## src/hw/rtl/spdpi_pkg.sv

```systemverilog
// Shared types, widths, register codes and the symmetric clamp for the speed PI loop.
// No dependencies; every other file in hw/rtl uses it.
`default_nettype none

package spdpi_pkg;

    localparam int unsigned DIVIDE_DEF = 16;
    localparam int unsigned CNT_W      = 4;
    localparam int unsigned SPD_W      = 32;
    localparam int unsigned LIM_W      = 31;
    localparam int unsigned GAIN_W     = 24;
    localparam int unsigned IDX_W      = 3;
    localparam int unsigned FRAC       = 16;
    localparam int unsigned ERR_W      = SPD_W + 1;
    localparam int unsigned PROD_W     = GAIN_W + 1 + ERR_W;
    localparam int unsigned TERM_W     = PROD_W - FRAC;
    localparam int unsigned SUM_W      = TERM_W + 2;

    typedef enum logic [IDX_W-1:0] {
        REG_SPEED_CAP      = 3'd0,
        REG_RAMP_STEP      = 3'd1,
        REG_PROP_GAIN      = 3'd2,
        REG_BRAKE_GAIN     = 3'd3,
        REG_INTEG_GAIN_DT  = 3'd4,
        REG_INTEG_CAP      = 3'd5,
        REG_OUTPUT_LIMIT   = 3'd6,
        REG_FRICTION       = 3'd7
    } cfg_reg_t;

    typedef struct packed {
        logic [LIM_W-1:0] speed_cap;
        logic [LIM_W-1:0] ramp_step;
    } ramp_cfg_t;

    typedef struct packed {
        logic [GAIN_W-1:0] prop_gain;
        logic [GAIN_W-1:0] brake_gain;
        logic [GAIN_W-1:0] integ_gain_dt;
    } gain_cfg_t;

    typedef struct packed {
        logic [LIM_W-1:0] integ_cap;
        logic [LIM_W-1:0] output_limit;
        logic [LIM_W-1:0] friction_current;
    } out_cfg_t;

    // ramp stage -> multiply stage
    typedef struct packed {
        logic [SPD_W-1:0] cmd;
        logic [SPD_W-1:0] meas;
        logic             upd;
    } ramp_req_t;

    // multiply stage -> output stage
    typedef struct packed {
        logic [TERM_W-1:0] p_term;
        logic [TERM_W-1:0] i_term;
        logic              pos;
        logic              neg;
        logic              brake;
        logic              upd;
    } term_req_t;

    function automatic logic signed [SUM_W-1:0] clamp_sym(
        input logic signed [SUM_W-1:0] v,
        input logic [LIM_W-1:0]        lim
    );
        logic signed [SUM_W-1:0] hi;
        logic signed [SUM_W-1:0] lo;
        hi = $signed({{(SUM_W-LIM_W){1'b0}}, lim});
        lo = -hi;
        if (v > hi)
        begin
            return hi;
        end
        else if (v < lo)
        begin
            return lo;
        end
        return v;
    endfunction

endpackage

`default_nettype wire

```

## src/hw/rtl/spdpi_out.sv

```systemverilog
// Stage 3: integral accumulate and clamp, feedforward, brake zeroing, output clamp, result register.
// Depends on spdpi_pkg.
`default_nettype none

module spdpi_out (
    input  wire logic                         clk,
    input  wire logic                         rst_n,
    input  wire logic                         up_valid,
    output      logic                         up_ready,
    input  wire spdpi_pkg::term_req_t         up,
    input  wire spdpi_pkg::out_cfg_t          cfg,
    output      logic                         result_valid,
    input  wire logic                         result_ready,
    output      logic [spdpi_pkg::SPD_W-1:0]  current_ref,
    output      logic                         updated,
    output      logic                         saturated
);

    localparam int unsigned SW = spdpi_pkg::SUM_W;
    localparam int unsigned PW = spdpi_pkg::SPD_W;
    localparam int unsigned LW = spdpi_pkg::LIM_W;

    logic                   valid_reg;
    logic [PW-1:0]          integral_reg;
    logic [PW-1:0]          ref_reg;
    logic                   sat_reg;
    logic                   upd_reg;
    logic                   take;
    logic signed [SW-1:0]   integ;
    logic signed [SW-1:0]   ff;
    logic signed [SW-1:0]   y;
    logic signed [SW-1:0]   y_lim;

    assign up_ready     = !valid_reg || result_ready;
    assign take         = up_valid && up_ready;
    assign result_valid = valid_reg;
    assign current_ref  = ref_reg;
    assign updated      = upd_reg;
    assign saturated    = sat_reg;

    always_comb
    begin
        integ = spdpi_pkg::clamp_sym(
                    SW'($signed(integral_reg)) + SW'($signed(up.i_term)),
                    cfg.integ_cap);
        if (up.pos)
        begin
            ff = $signed({{(SW-LW){1'b0}}, cfg.friction_current});
        end
        else if (up.neg)
        begin
            ff = -$signed({{(SW-LW){1'b0}}, cfg.friction_current});
        end
        else
        begin
            ff = '0;
        end
        y = SW'($signed(up.p_term)) + integ + ff;
        // braking never pushes further along the command direction
        if (up.brake && ((up.pos && (y > 0)) || (up.neg && (y < 0))))
        begin
            y = '0;
        end
        y_lim = spdpi_pkg::clamp_sym(y, cfg.output_limit);
    end

    always_ff @(posedge clk or negedge rst_n)
    begin
        if (!rst_n)
        begin
            valid_reg    <= 1'b0;
            integral_reg <= '0;
            ref_reg      <= '0;
            sat_reg      <= 1'b0;
            upd_reg      <= 1'b0;
        end
        else
        begin
            if (up_ready)
            begin
                valid_reg <= up_valid;
            end
            if (take)
            begin
                upd_reg <= up.upd;
                if (up.upd)
                begin
                    integral_reg <= integ[PW-1:0];
                    ref_reg      <= y_lim[PW-1:0];
                    sat_reg      <= (y_lim != y);
                end
            end
        end
    end

endmodule

`default_nettype wire

```

## config.mk

```make
export PLATFORM = sky130hd
export DESIGN_NAME = spdpi_out
export DESIGN_NICKNAME = d
export VERILOG_FILES = /design/src/hw/rtl/spdpi_pkg.sv /design/src/hw/rtl/spdpi_out.sv
export SDC_FILE = /design/constraint.sdc
export NUM_CORES = 1
export LEC_CHECK = 0
export BUFFER_PORTS_ARGS = -buffer_cell sky130_fd_sc_hd__buf_4
export CAP_MARGIN = 15
export CORE_ASPECT_RATIO = 0.5
export CORE_MARGIN = 3
export CORE_UTILIZATION = 50
export DETAILED_ROUTE_END_ITERATION = 6
export PLACE_DENSITY = 0.7
export SYNTH_ARGS = -nofsm -noshare
export SYNTH_HDL_FRONTEND = slang
export SYNTH_SLANG_ARGS = --single-unit
```

## constraint.sdc

```tcl
create_clock -name clk -period 17.7 [get_ports clk]
set_input_delay 1.77 -clock clk [delete_from_list [all_inputs] [get_ports clk]]
set_output_delay 1.77 -clock clk [all_outputs]
set_load 0.05 [all_outputs]
```

==> metrics.yaml <==
status: "finished clean"
cp.buffers_inverters: 7
synth-seq-area-share: 0.0961
die_y_um: 138
crit_fanout: 24
cap_violations: 0
cp_top_family: "compound AO/OA/AOI/OAI gates"
start_util: 0.518
synthTopCellsByCount: "ha_1, nand2_1, inv_1"
drtIter0Drc: 2378
layout-drive-gt1-share: 0.127
core_region_area_um2: 33700
rsz0062_at_grt: "false"
grt_pass1_vias: 18100
io-pin-count: 221
routed_wirelength_um: 68500
antenna_found_initial: 2
hold_viol: 0
drtAntennaViolNets: 0
grt_max_degree: 79
maxSlewViolCount: 0
yosysMostFrequentCell: "ha_1"
syn_area_um2: 17400
criticalPathCategory: "in2reg"
syn_avg_cell_area_um2: 7.13
ys_ff_latch: 67
row_count: 47
n_fill_cell: 3302
critical_path_required_ns: 17.96
gp_congestion: 1.03
track_usage: 0.351
multi_input_area_um2: 14500
portBuffers: 220
final_nets: 3060
place_worst_setup_slack_ns: 0.806
viasPerCell: 6.40
grt-ovfl-total: 0
fin_ws_ns: 0.894
fin_skew_ns: 0.0191
synthFlopType: "dfrtp_1"
yosysTopAreaCellShare: 0.166
synthesis.nets: 2909
cp_slowest_cell: "or4b_2"
cts_tree: "done"
max_slew_margin: 0.285
dpl.hpwl_um: 56100
synth_top_cell_by_area: "ha_1"
ys_top_cells_by_area: "ha_1, dfrtp_1, a21oi_1"
cts_buffer_depth: 2
ys_async_sr_fraction: 1.00
max_stage_delay_ns: 0.66
dp_cells: 3052
wire_per_inst_um: 22.3
min_path_type: "reg2reg"
hold_slack_ns: 0.478
dr_total_vias: 19600
grt_pass1_wl_um: 104000
htreeDepth: 3
die_w_um: 270
syn2layout_area_growth_pct: 13.8
finalCritPeriodShare: 0.950
clkLatencyLatePin_ns: 0.38
dr.pass1.iters: 7
synthDistinctLibCells: 97
dieArea_um2: 37300
final_cells: 3070
drc_errors: 0
crit_arrival_ns: 17.06
crit_path_end_kind: "flop"
synth_warnings: 0
netlist_instances: 2448
regArea_um2: 1680
cts_made_buffers: 9
synth-edff-count: 0
clkTransAtPathRegs_ns: 0.07
path_common_cell: "a21oi_1"
cp-start-kind: "input port"
fmax_ghz: 0.0595
fin_tns_setup_ns: 0
root_buffer: "clkbuf_16"
fin_crit_ns: 16.81
setup_violations: 0
cts_num_sinks: 67
tightestPinTransition_ns: 1.07
==> routing by layer <==
metal  vias up  global-route usage  share of wire
met3       179              0.0512          0.091
met4         0               0.129          0.039
li1       9252                   -              -
met2      1053               0.543           0.43
met1      9152               0.496           0.44
met5         -                   0              0
==> final timing paths <==
check | depth (start not counted) | startpoint | slack, ns | endpoint
max | 59 | up[32] | 0.89 | saturated
min | 2 | updated | 0.48 | updated
max reg2reg | 58 | integral_reg[31] | 1.79 | saturated
min reg2reg | 2 | updated | 0.48 | updated
max in group asynchronous | 2 | rst_n | 15.33 | integral_reg[26]
min in group asynchronous | 1 | rst_n | 1.17 | result_valid
==> cells in the final DEF, fill, tap and decap left out, types with 36 or more instances in the layout <==
| cell type | synthesis | routed |
|---|---|---|
| nand2_1 | 226 | 226 |
| fa_1 | 45 | 45 |
| nor3_1 | 94 | 94 |
| nand4_1 | 57 | 57 |
| o22ai_1 | 38 | 36 |
| xor2_1 | 37 | 37 |
| dfrtp_1 | 67 | 67 |
| ha_1 | 231 | 231 |
| o21ai_0 | 162 | 162 |
| inv_1 | 217 | 217 |
| buf_4 | 4 | 256 |
| nand3_1 | 50 | 49 |
| xnor2_1 | 99 | 99 |
| nor2_1 | 205 | 203 |
| a21o_1 | 80 | 80 |
| a31oi_1 | 43 | 43 |
| a21oi_1 | 191 | 191 |
==> through the flow <==
stage / cell area, um^2 / utilization
after detailed placement: 19500 / 0.580
after global placement: 19500 / 0.580
after floorplan: 17400 / -
final: 19900 / 0.589
after CTS: 19800 / 0.589
after global routing: 19900 / 0.589
==> cells by family after synthesis <==
family | after synthesis | share of synthesized area
flip-flops | 67 | 0.0961
XOR/XNOR | 136 | 0.0683
buffers and inverters | 340 | 0.0770
multiplexers | 19 | 0.0115
AND/OR/NAND/NOR | 817 | 0.228
adder cells (fa/ha/maj) | 276 | 0.217
AO/OA/AOI/OAI | 793 | 0.302
==> cell type report <==
cell class,instances,share of cell area
repair buffers,259,0.0998
well taps,465,0.0293
multi-input cells,2042,0.729
inverters,220,0.0422
diodes,2,0.000252
clock inverters,2,0.00176
flip-flops and latches,67,0.0844
clock buffers,13,0.0131
==> repair_timing <==
item                                    in CTS  in global routing
endpoints found under the setup margin       0                  1
hold buffers                                 0                  0
gates resized for setup                      0                  1
buffers inserted                             0                  0
==> tightest hold or removal path: cells and delay by family, from the launching register on <==
kind | cells | cell delay [ns]
flip-flops | 1 | 0.34
AND/OR/NAND/NOR | 2 | 0.11
Power is left out: the tool's default activity adds up to more than one toggle a clock period on the data nets, which glitch-free logic cannot reach.
