`config.mk`:
```
export PLATFORM = sky130hd
export DESIGN_NAME = spdpi_ramp
export DESIGN_NICKNAME = d
export VERILOG_FILES = /design/src/hw/rtl/spdpi_pkg.sv /design/src/hw/rtl/spdpi_ramp.sv
export SDC_FILE = /design/constraint.sdc
export NUM_CORES = 1
export LEC_CHECK = 0
export BUFFER_PORTS_ARGS = -buffer_cell sky130_fd_sc_hd__buf_2
export CAP_MARGIN = 20
export CORE_MARGIN = 2
export CORE_UTILIZATION = 50
export CTS_CLUSTER_DIAMETER = 120
export DETAILED_ROUTE_END_ITERATION = 16
export GPL_TIMING_DRIVEN = 0
export HOLD_SLACK_MARGIN = 0.05
export PLACE_DENSITY = 0.75
export SYNTH_ARGS = -nofsm -noshare
export SYNTH_HDL_FRONTEND = slang
export SYNTH_SLANG_ARGS = --single-unit
```
`constraint.sdc`:
```
create_clock -name clk -period 18.2 [get_ports clk]
set_input_delay 0 -clock clk [delete_from_list [all_inputs] [get_ports clk]]
set_output_delay 0 -clock clk [all_outputs]
set_load 0.05 [all_outputs]
```
`src/hw/rtl/spdpi_pkg.sv`:
```
// Shared types, widths, register codes and the symmetric clamp for the speed PI loop.
// No dependencies; every other file in hw/rtl uses it.
`default_nettype none

package spdpi_pkg;

    localparam int unsigned DIVIDE_DEF = 16;
    localparam int unsigned CNT_W      = 4;
    localparam int unsigned SPD_W      = 32;
    localparam int unsigned LIM_W      = 31;
    localparam int unsigned GAIN_W     = 24;
    localparam int unsigned IDX_W      = 3;
    localparam int unsigned FRAC       = 16;
    localparam int unsigned ERR_W      = SPD_W + 1;
    localparam int unsigned PROD_W     = GAIN_W + 1 + ERR_W;
    localparam int unsigned TERM_W     = PROD_W - FRAC;
    localparam int unsigned SUM_W      = TERM_W + 2;

    typedef enum logic [IDX_W-1:0] {
        REG_SPEED_CAP      = 3'd0,
        REG_RAMP_STEP      = 3'd1,
        REG_PROP_GAIN      = 3'd2,
        REG_BRAKE_GAIN     = 3'd3,
        REG_INTEG_GAIN_DT  = 3'd4,
        REG_INTEG_CAP      = 3'd5,
        REG_OUTPUT_LIMIT   = 3'd6,
        REG_FRICTION       = 3'd7
    } cfg_reg_t;

    typedef struct packed {
        logic [LIM_W-1:0] speed_cap;
        logic [LIM_W-1:0] ramp_step;
    } ramp_cfg_t;

    typedef struct packed {
        logic [GAIN_W-1:0] prop_gain;
        logic [GAIN_W-1:0] brake_gain;
        logic [GAIN_W-1:0] integ_gain_dt;
    } gain_cfg_t;

    typedef struct packed {
        logic [LIM_W-1:0] integ_cap;
        logic [LIM_W-1:0] output_limit;
        logic [LIM_W-1:0] friction_current;
    } out_cfg_t;

    // ramp stage -> multiply stage
    typedef struct packed {
        logic [SPD_W-1:0] cmd;
        logic [SPD_W-1:0] meas;
        logic             upd;
    } ramp_req_t;

    // multiply stage -> output stage
    typedef struct packed {
        logic [TERM_W-1:0] p_term;
        logic [TERM_W-1:0] i_term;
        logic              pos;
        logic              neg;
        logic              brake;
        logic              upd;
    } term_req_t;

    function automatic logic signed [SUM_W-1:0] clamp_sym(
        input logic signed [SUM_W-1:0] v,
        input logic [LIM_W-1:0]        lim
    );
        logic signed [SUM_W-1:0] hi;
        logic signed [SUM_W-1:0] lo;
        hi = $signed({{(SUM_W-LIM_W){1'b0}}, lim});
        lo = -hi;
        if (v > hi)
        begin
            return hi;
        end
        else if (v < lo)
        begin
            return lo;
        end
        return v;
    endfunction

endpackage

`default_nettype wire

```
`src/hw/rtl/spdpi_ramp.sv`:
```
// Stage 1: target clamp, update divider and command ramp; holds the command speed state.
// Depends on spdpi_pkg.
`default_nettype none

module spdpi_ramp #(
    parameter int unsigned DIVIDE = spdpi_pkg::DIVIDE_DEF
) (
    input  wire logic                          clk,
    input  wire logic                          rst_n,
    input  wire logic                          up_valid,
    output      logic                          up_ready,
    input  wire logic [spdpi_pkg::SPD_W-1:0]   measured_speed,
    input  wire logic [spdpi_pkg::SPD_W-1:0]   target_speed,
    input  wire spdpi_pkg::ramp_cfg_t          cfg,
    output      logic                          down_valid,
    input  wire logic                          down_ready,
    output      spdpi_pkg::ramp_req_t          down
);

    localparam int unsigned SW = spdpi_pkg::SUM_W;
    localparam int unsigned PW = spdpi_pkg::SPD_W;
    localparam int unsigned CW = spdpi_pkg::CNT_W;

    logic                   valid_reg;
    spdpi_pkg::ramp_req_t   data_reg;
    logic [CW-1:0]          count_reg;
    logic [CW-1:0]          count_next;
    logic [PW-1:0]          cmd_reg;
    logic [PW-1:0]          cmd_next;
    logic [CW:0]            count_inc;
    logic                   upd;
    logic                   take;
    logic signed [SW-1:0]   tgt;
    logic signed [SW-1:0]   delta;
    logic signed [SW-1:0]   cmd_sum;

    assign up_ready   = !valid_reg || down_ready;
    assign take       = up_valid && up_ready;
    assign down_valid = valid_reg;
    assign down       = data_reg;

    always_comb
    begin
        count_inc  = {1'b0, count_reg} + {{CW{1'b0}}, 1'b1};
        upd        = count_inc >= (CW+1)'(DIVIDE);
        count_next = upd ? '0 : count_inc[CW-1:0];
        tgt        = spdpi_pkg::clamp_sym(
                         SW'($signed(target_speed)), cfg.speed_cap);
        delta      = spdpi_pkg::clamp_sym(
                         tgt - SW'($signed(cmd_reg)), cfg.ramp_step);
        cmd_sum    = SW'($signed(cmd_reg)) + delta;
        cmd_next   = upd ? cmd_sum[PW-1:0] : cmd_reg;
    end

    always_ff @(posedge clk or negedge rst_n)
    begin
        if (!rst_n)
        begin
            valid_reg <= 1'b0;
            count_reg <= '0;
            cmd_reg   <= '0;
        end
        else
        begin
            if (up_ready)
            begin
                valid_reg <= up_valid;
            end
            if (take)
            begin
                count_reg <= count_next;
                cmd_reg   <= cmd_next;
            end
        end
    end

    always_ff @(posedge clk)
    begin
        if (take)
        begin
            data_reg.cmd  <= cmd_next;
            data_reg.meas <= measured_speed;
            data_reg.upd  <= upd;
        end
    end

endmodule

`default_nettype wire

```
==> run summary, run 1 <==
SYNTH
---------------------------------------------------------------------------------
Count of cell types in the netlist                                             82
Ys flop type                                                             edfxtp_1
Number of standard cells after synthesis                                     1812
Number of nets produced by synthesis                                         2167
Synthesized area per cell                                               7.80 um^2
Number of warnings printed during yosys synthesis                               0
Count of flip-flops with a built-in enable after synthesis                     65
Register area share after synthesis                                         20.4%
Total of flip-flops plus latches after synthesis                              102
Async SR Flop Fraction                                                      36.3%
Total standard cell area after synthesis                              0.0141 mm^2

LAYOUT
---------------------------------------------------------------------------------
Nets@finish                                                                  2405
Antenna diode instance count                                                    0
Total of fill cells in the finished design                                   2604
Largest register FFs                                                           65
Fin cells                                                                    2433
Synthesis-to-layout area growth                                             14.5%
Share of post-route cells with drive strength above 1                       12.7%
Share of the core filled with cells                                         58.2%

DETAILED ROUTING
---------------------------------------------------------------------------------
Via count                                                                   14200
Detailed-route wire length                                                41.9 mm
Routed vias/inst                                                             5.85
Routed Antenna Nets                                                             0
Pre-Repair DR Iteration Count                                                   5
Post-DR wirelength/cell                                                   17.2 um
DRC                                                                             0
Number of DRC violations after detailed-routing iteration 0                   994

STA
---------------------------------------------------------------------------------
Final critical path time including I/O delays and setup                  15.52 ns
Max-slew violation count                                                        0
Normalized max-slew margin                                                  38.7%
Fin Setup TNS                                                                0 ns
Final Hold Fails                                                                0
Achievable clock frequency                                               64.4 MHz
Final setup fails                                                               0
Setup skew after layout                                                 0.0126 ns
Final worst hold slack                                                   0.281 ns
RSZ-0062 raised after global routing                                        false
Transition time at the pin with the least slew margin                    0.912 ns
Final Cycle Share                                                           85.3%

CLOCKING
---------------------------------------------------------------------------------
Clock sink total                                                              102
Clock latency of the later-clocked register in the worst-skew pair        0.34 ns
Gates resized, CTS repair                                                       0
CTS tree                                                                    built
Max H-tree Level                                                                3
Clock slew at reported path FFs                                           0.06 ns
Root Buffer                                                             clkbuf_16
Number of buffers inserted by post-CTS setup repair                             0
CTS hold repair buffers                                                        35
CTS Buf Count                                                                   9
Clock Tree Buf Depth                                                            2

OUTCOME
---------------------------------------------------------------------------------
Outcome                                                                 completed

CRITICAL PATH
---------------------------------------------------------------------------------
Setup crit start kind                                                   input pin
Crit path capture type                                                       flop
RR Endpoint                                                              down[63]
Reg2Reg Depth                                                                  40
Critical path data required time                                         18.27 ns
Flop-to-flop setup slack                                                  8.29 ns
Arrival time of data at the critical path endpoint                       15.59 ns
Cell type of the slowest stage on the worst timing path                    nor3_1
Worst Setup Path Type                                                      in2reg
Slowest Stage Delay on Critical Path                                      0.72 ns
CP Buf/Inv Count                                                                9
Highest net fanout along the worst path                                        10
FF-to-FF Start                                                         cmd_reg[0]
Kind of cell adding the most delay to the critical path              compound AO/OA/AOI/OAI gates

POWER
---------------------------------------------------------------------------------
PwrDens                                                               152 mW/mm^2
Worst VDD drop                                                          0.0572 mV
Cell leakage power                                                        7.26 nW

PLACE
---------------------------------------------------------------------------------
Gpl congestion                                                              0.950
Post-DP HPWL                                                              34.7 mm
Cell total after placement                                                   2382
Input/output buffers                                                          192

GLOBAL ROUTING
---------------------------------------------------------------------------------
Overall routing resource usage                                              28.0%
Pin count of the biggest net entering global routing                           73
Vias in the first global route                                              13300
GRT Residual Overflow                                                           0
Initial antenna violation count                                                 3
Wire length of the first global-routing pass                              66.5 mm

WORST HOLD PATH
---------------------------------------------------------------------------------
Path class of the lowest-slack min-delay path                            in2async

FLOORPLANNING
---------------------------------------------------------------------------------
Die X                                                                      172 um
Number of rows created at floorplan                                            61
Area of the core region                                               0.0278 mm^2
Initial Util                                                                50.9%
DIE HEIGHT                                                                 172 um
Top-level I/O count                                                           197
Die footprint                                                         0.0296 mm^2

RUN
---------------------------------------------------------------------------------
Number of maximum-capacitance constraint violations                             0

## Yosys cell counts (all sizes together) (4+ instances only)
cell	number	area share, %
or2	7	0.31
nand3b	9	0.48
a221oi	4	0.29
nor3	38	1.5
ha	223	20
or3	20	0.96
a21oi	161	5.8
a21o	57	3.0
a22oi	9	0.48
nand2	191	5.1
xnor2	91	5.6
o21ai	194	7.0
a31oi	20	0.89
o211ai	21	1.1
nor2b	15	0.66
or4	4	0.21
nand3	64	2.3
o211a	8	0.62
dfrtp	37	6.6
xor2	27	1.7
a311oi	4	0.29
mux2	6	0.48
mux2i	17	1.2
o21a	28	1.5
o21bai	9	0.48
o31ai	4	0.21
nor4	14	0.66
edfxtp	65	14
inv	133	3.5
a211oi	14	0.74
a211o	6	0.37
nand2b	25	1.1
and3	11	0.49
buf	22	1.0
clkbuf	51	1.4
and4	5	0.31
nand4	37	1.6
a2111oi	5	0.35
and2	9	0.40
nor2	106	2.9
## kinds of logic (layout without fill, tap and decap cells)
kind of cell / count (synthesis) / count (layout) / synth area share, %
AO/OA/AOI/OAI: 577 / 577 / 25.3
flip-flops: 102 / 102 / 20.4
buffers and inverters: 206 / 449 / 5.89
adder cells (fa/ha/maj): 226 / 226 / 20.1
AND/OR/NAND/NOR: 560 / 560 / 19.3
multiplexers: 23 / 23 / 1.68
XOR/XNOR: 118 / 118 / 7.32
## routing by layer
layer  vias to the layer above  track usage [%]  wire length, um
met5                         -                0               38
met4                         6             9.21             1200
met3                        79             2.08             2450
met2                       526             47.3            18800
met1                      6514             37.9            19500
li1                       7099                -                -
## metrics by stage
stage	setup slack, ns	power (W)	instance area, um^2
4_1_cts	2.83	0.00243	16200
6_report	2.68	0.00245	16200
5_1_grt	1.43	0.00269	16200
3_3_place_gp	2.73	0.00218	15600
3_5_place_dp	2.53	0.00224	15600
2_1_floorplan	5.55	0.00179	14100
## how the worst max path moves through the flow
stage / end / cells after the start / slack [ns] / start
after floorplan: down[63] / 63 / 5.55 / cfg[32]
after global placement: down[63] / 65 / 2.73 / cfg[32]
after detailed placement: down[63] / 65 / 2.53 / cfg[32]
after CTS: down[63] / 65 / 2.83 / cfg[32]
after global routing: down[63] / 65 / 1.43 / cfg[32]
final: down[63] / 65 / 2.68 / cfg[32]
## placed cells by master, fill, tap and decap left out, drive strengths merged, types with 11 or more instances in the layout
cell type / count
ha: 223
buf: 214
o21ai: 194
nand2: 191
a21oi: 161
inv: 136
nor2: 106
xnor2: 91
edfxtp: 65
nand3: 64
clkbuf: 62
a21o: 57
nor3: 38
nand4: 37
dfrtp: 37
dlygate4sd3: 35
o21a: 28
xor2: 27
nand2b: 25
o211ai: 21
a31oi: 20
or3: 20
mux2i: 17
nor2b: 15
a211oi: 14
nor4: 14
and3: 11
## layout make-up
cell class	count	area, um^2	share of cell area, %
repair buffers	227	1310	8.10
flip-flops and latches	102	2880	17.8
clock buffers	11	233	1.44
well taps	378	473	2.92
multi-input cells	1504	10400	64.4
plain buffers	73	337	2.08
clock inverters	5	33.8	0.209
inverters	133	499	3.09
## power by group
| part | internal (W) | switching (W) |
|---|---|---|
| clock | 0.0000931 | 0.0000784 |
| sequential | 0.000312 | 0.0000604 |
| combinational | 0.000745 | 0.00117 |
| total | 0.00115 | 0.00130 |
Power figures use the tool's default switching activity.
==> run 2: changes to the inputs <==
--- a/config.mk
+++ b/config.mk
@@ -5,15 +5,16 @@
 export SDC_FILE = /design/constraint.sdc
 export NUM_CORES = 1
 export LEC_CHECK = 0
+export ABC_CLOCK_PERIOD_IN_PS = 18200
 export BUFFER_PORTS_ARGS = -buffer_cell sky130_fd_sc_hd__buf_2
 export CAP_MARGIN = 20
 export CORE_MARGIN = 2
-export CORE_UTILIZATION = 50
+export CORE_UTILIZATION = 55
 export CTS_CLUSTER_DIAMETER = 120
 export DETAILED_ROUTE_END_ITERATION = 16
 export GPL_TIMING_DRIVEN = 0
 export HOLD_SLACK_MARGIN = 0.05
-export PLACE_DENSITY = 0.75
+export PLACE_DENSITY = 0.81
 export SYNTH_ARGS = -nofsm -noshare
 export SYNTH_HDL_FRONTEND = slang
 export SYNTH_SLANG_ARGS = --single-unit
==> run 2 against run 1 <==
  * Routed wire length grew 0.93%
  * Sequential share of layout area is essentially flat
  * Via count grew 1.4%
  * Sequential power is essentially flat
  * First-iteration DRC count grew 31%
  * Cell count shrank 1.8%
  * Clock skew shrank 0.0022 ns
  * Die area shrank 8.9%
  * Maximum frequency grew 0.50%
  * Largest cell class unchanged
  * Highest routed layer is now met4
==> run summary, run 2 (synthesized netlist as in run 1, its figures left out) <==
OUTCOME
---------------------------------------------------------------------------------
Outcome                                                                 completed

GLOBAL ROUTING
---------------------------------------------------------------------------------
GRT Residual Overflow                                                           0   unchanged
Overall routing resource usage                                              31.1%   +3.1 points
Pin count of the biggest net entering global routing                           73   unchanged
Initial antenna violation count                                                 2   -1
Wire length of the first global-routing pass                              67.0 mm   +0.81%
Vias in the first global route                                              13200   -0.16%

STA
---------------------------------------------------------------------------------
Final worst setup slack                                                   2.76 ns   +0.0778 ns
Normalized max-slew margin                                                  32.4%   -6.3 points
Final Cycle Share                                                           84.8%   -0.43 points
Final setup fails                                                               0   unchanged
Setup skew after layout                                                 0.0104 ns   -0.00219 ns
Final worst hold slack                                                   0.274 ns   -0.00613 ns
Final critical path time including I/O delays and setup                  15.44 ns   -0.0778 ns
Transition time at the pin with the least slew margin                     1.01 ns   +0.0927 ns
Fin Setup TNS                                                                0 ns   unchanged
RSZ-0062 raised after global routing                                        false
Final Hold Fails                                                                0   unchanged
Achievable clock frequency                                               64.8 MHz   +0.50%
Max-slew violation count                                                        0   unchanged

WORST HOLD PATH
---------------------------------------------------------------------------------
Path class of the lowest-slack min-delay path                            in2async

FLOORPLANNING
---------------------------------------------------------------------------------
DIE HEIGHT                                                                 164 um   -4.5%
Area of the core region                                               0.0252 mm^2   -9.4%
Die footprint                                                         0.0270 mm^2   -8.9%
Die X                                                                      164 um   -4.5%
Top-level I/O count                                                           197   unchanged
Initial Util                                                                56.1%   +5.3 points
Number of rows created at floorplan                                            58   -4.9%

PLACE
---------------------------------------------------------------------------------
Gpl congestion                                                              0.936   -1.5%
Input/output buffers                                                          192   unchanged
Minimum setup slack after placement                                       2.70 ns   +0.170 ns
Post-DP HPWL                                                              35.1 mm   +1.2%
Placement-stage cell area                                             0.0155 mm^2   -0.39%

CRITICAL PATH
---------------------------------------------------------------------------------
Reg2Reg Depth                                                                  40   unchanged
FF-to-FF Start                                                         cmd_reg[0]
Arrival time of data at the critical path endpoint                       15.51 ns   -0.08 ns
Critical path data required time                                         18.27 ns   about the same
Slowest Stage Delay on Critical Path                                      0.79 ns   +0.07 ns
CP startpoint                                                             cfg[32]
Highest net fanout along the worst path                                        10   unchanged
Flop-to-flop setup slack                                                  8.35 ns   +0.06 ns
CP Buf/Inv Count                                                                9   unchanged
Cell type of the slowest stage on the worst timing path                    nor3_1
Crit path capture type                                                       flop
RR Endpoint                                                              down[63]
Worst Setup Path Type                                                      in2reg
Setup crit start kind                                                   input pin
Kind of cell adding the most delay to the critical path              compound AO/OA/AOI/OAI gates

DETAILED ROUTING
---------------------------------------------------------------------------------
Pre-Repair DR Iteration Count                                                   6   +1
Routed Antenna Nets                                                             0   unchanged
Routed vias/inst                                                             6.04   +3.2%
Number of DRC violations after detailed-routing iteration 0                  1298   +31%
Via count                                                                   14400   +1.4%
Detailed-route wire length                                                42.3 mm   +0.93%
DRC                                                                             0   unchanged
Post-DR wirelength/cell                                                   17.7 um   +2.8%

CLOCKING
---------------------------------------------------------------------------------
Max H-tree Level                                                                3   unchanged
Clock slew at reported path FFs                                           0.07 ns   about the same
Gates resized, CTS repair                                                       0   unchanged
CTS tree                                                                    built
Clock Tree Buf Depth                                                            2   unchanged
Clock sink total                                                              102   unchanged
Root Buffer                                                             clkbuf_16
CTS Buf Count                                                                   9   unchanged
Clock latency of the later-clocked register in the worst-skew pair        0.35 ns   about the same
Number of buffers inserted by post-CTS setup repair                             0   unchanged

LAYOUT
---------------------------------------------------------------------------------
Final Cell Area                                                       0.0161 mm^2   -0.24%
Most common cell after layout, fill and taps aside                           ha_1
Share of the core filled with cells                                         64.1%   +5.9 points
Top library cells by usage in the layout, fill and taps aside        223 x ha_1, 200 x buf_2, 191 x nand2_1
Largest register FFs                                                           65   unchanged
Synthesis-to-layout area growth                                             14.3%
Share of post-route cells with drive strength above 1                       12.7%   unchanged
Nets@finish                                                                  2405   unchanged

POWER
---------------------------------------------------------------------------------
Worst VDD drop                                                          0.0943 mV   +65%
Portion of total power attributed to sequential cells                       15.0%   -0.2 points
Cell leakage power                                                        7.26 nW   about the same
PwrDens                                                               153 mW/mm^2   +0.55%
Combinational share of power                                                77.9%   about the same
Switching power share of the total                                          53.1%   about the same
Clock group share of total power                                             7.1%   about the same
Design internal power                                                   0.00115 W   +0.29%
Total net switching power                                               0.00131 W   +0.32%

RUN
---------------------------------------------------------------------------------
Number of maximum-capacitance constraint violations                             0   unchanged

run 2: metal layers:
| layer | share of wire (%) | track usage, % | vias up |
|---|---|---|---|
| met5 | 0 | 0 | - |
| li1 | - | - | 7110 |
| met3 | 6.2 | 2.10 | 86 |
| met2 | 45 | 51.3 | 605 |
| met4 | 4.3 | 13.9 | 0 |
| met1 | 45 | 41.8 | 6617 |
run 2: final cells by class:
| class | instances | area [um^2] |
|---|---|---|
| fill | 2166 | 9040 |
| multi-input combinational | 1504 | 10400 |
| antenna | 4 | 10.0 |
| buffer | 73 | 337 |
| timing repair buffer | 227 | 1310 |
| sequential | 102 | 2880 |
| tap | 330 | 413 |
| clock buffer | 11 | 243 |
| inverter | 133 | 499 |
| clock inverter | 5 | 35.0 |
run 2: worst max-delay path by stage:
stage / depth (start not counted) / slack (ns) / endpoint
after floorplan: 63 / 5.55 / down[63]
after global placement: 65 / 2.78 / down[63]
after detailed placement: 65 / 2.70 / down[63]
after CTS: 65 / 3.00 / down[63]
after global routing: 65 / 1.77 / down[63]
final: 65 / 2.76 / down[63]
run 2: worst reg2reg max path: cells and delay by family, from the launching register on:
family | cells | cell delay (ns)
compound gates | 25 | 5.49
fa+ha+maj | 5 | 1.77
xor+xnor | 2 | 0.44
buf+inv | 3 | 0.72
simple gates | 5 | 0.72
flops | 1 | 0.45
run 2: what timing repair did:
action / 4_1_cts / 5_1_grt
hold endpoints to repair: 70 / 0
setup endpoints to repair: 0 / 0
hold buffers: 35 / 0
run 2: power by group through the flow:
stage	Sequential [W]	Combinational, W	Clock (W)
2_1_floorplan	0.000419	0.00137	0
3_3_place_gp	0.000368	0.00182	0
3_5_place_dp	0.000371	0.00187	0
4_1_cts	0.000367	0.00189	0.000178
5_1_grt	0.000375	0.00215	0.000187
6_report	0.000370	0.00192	0.000176
run 2: stage by stage:
stage          power [W]  instances
2_1_floorplan    0.00179       1812
3_3_place_gp     0.00218       2334
3_5_place_dp     0.00225       2334
4_1_cts          0.00244       2385
5_1_grt          0.00271       2387
6_report         0.00246       2389
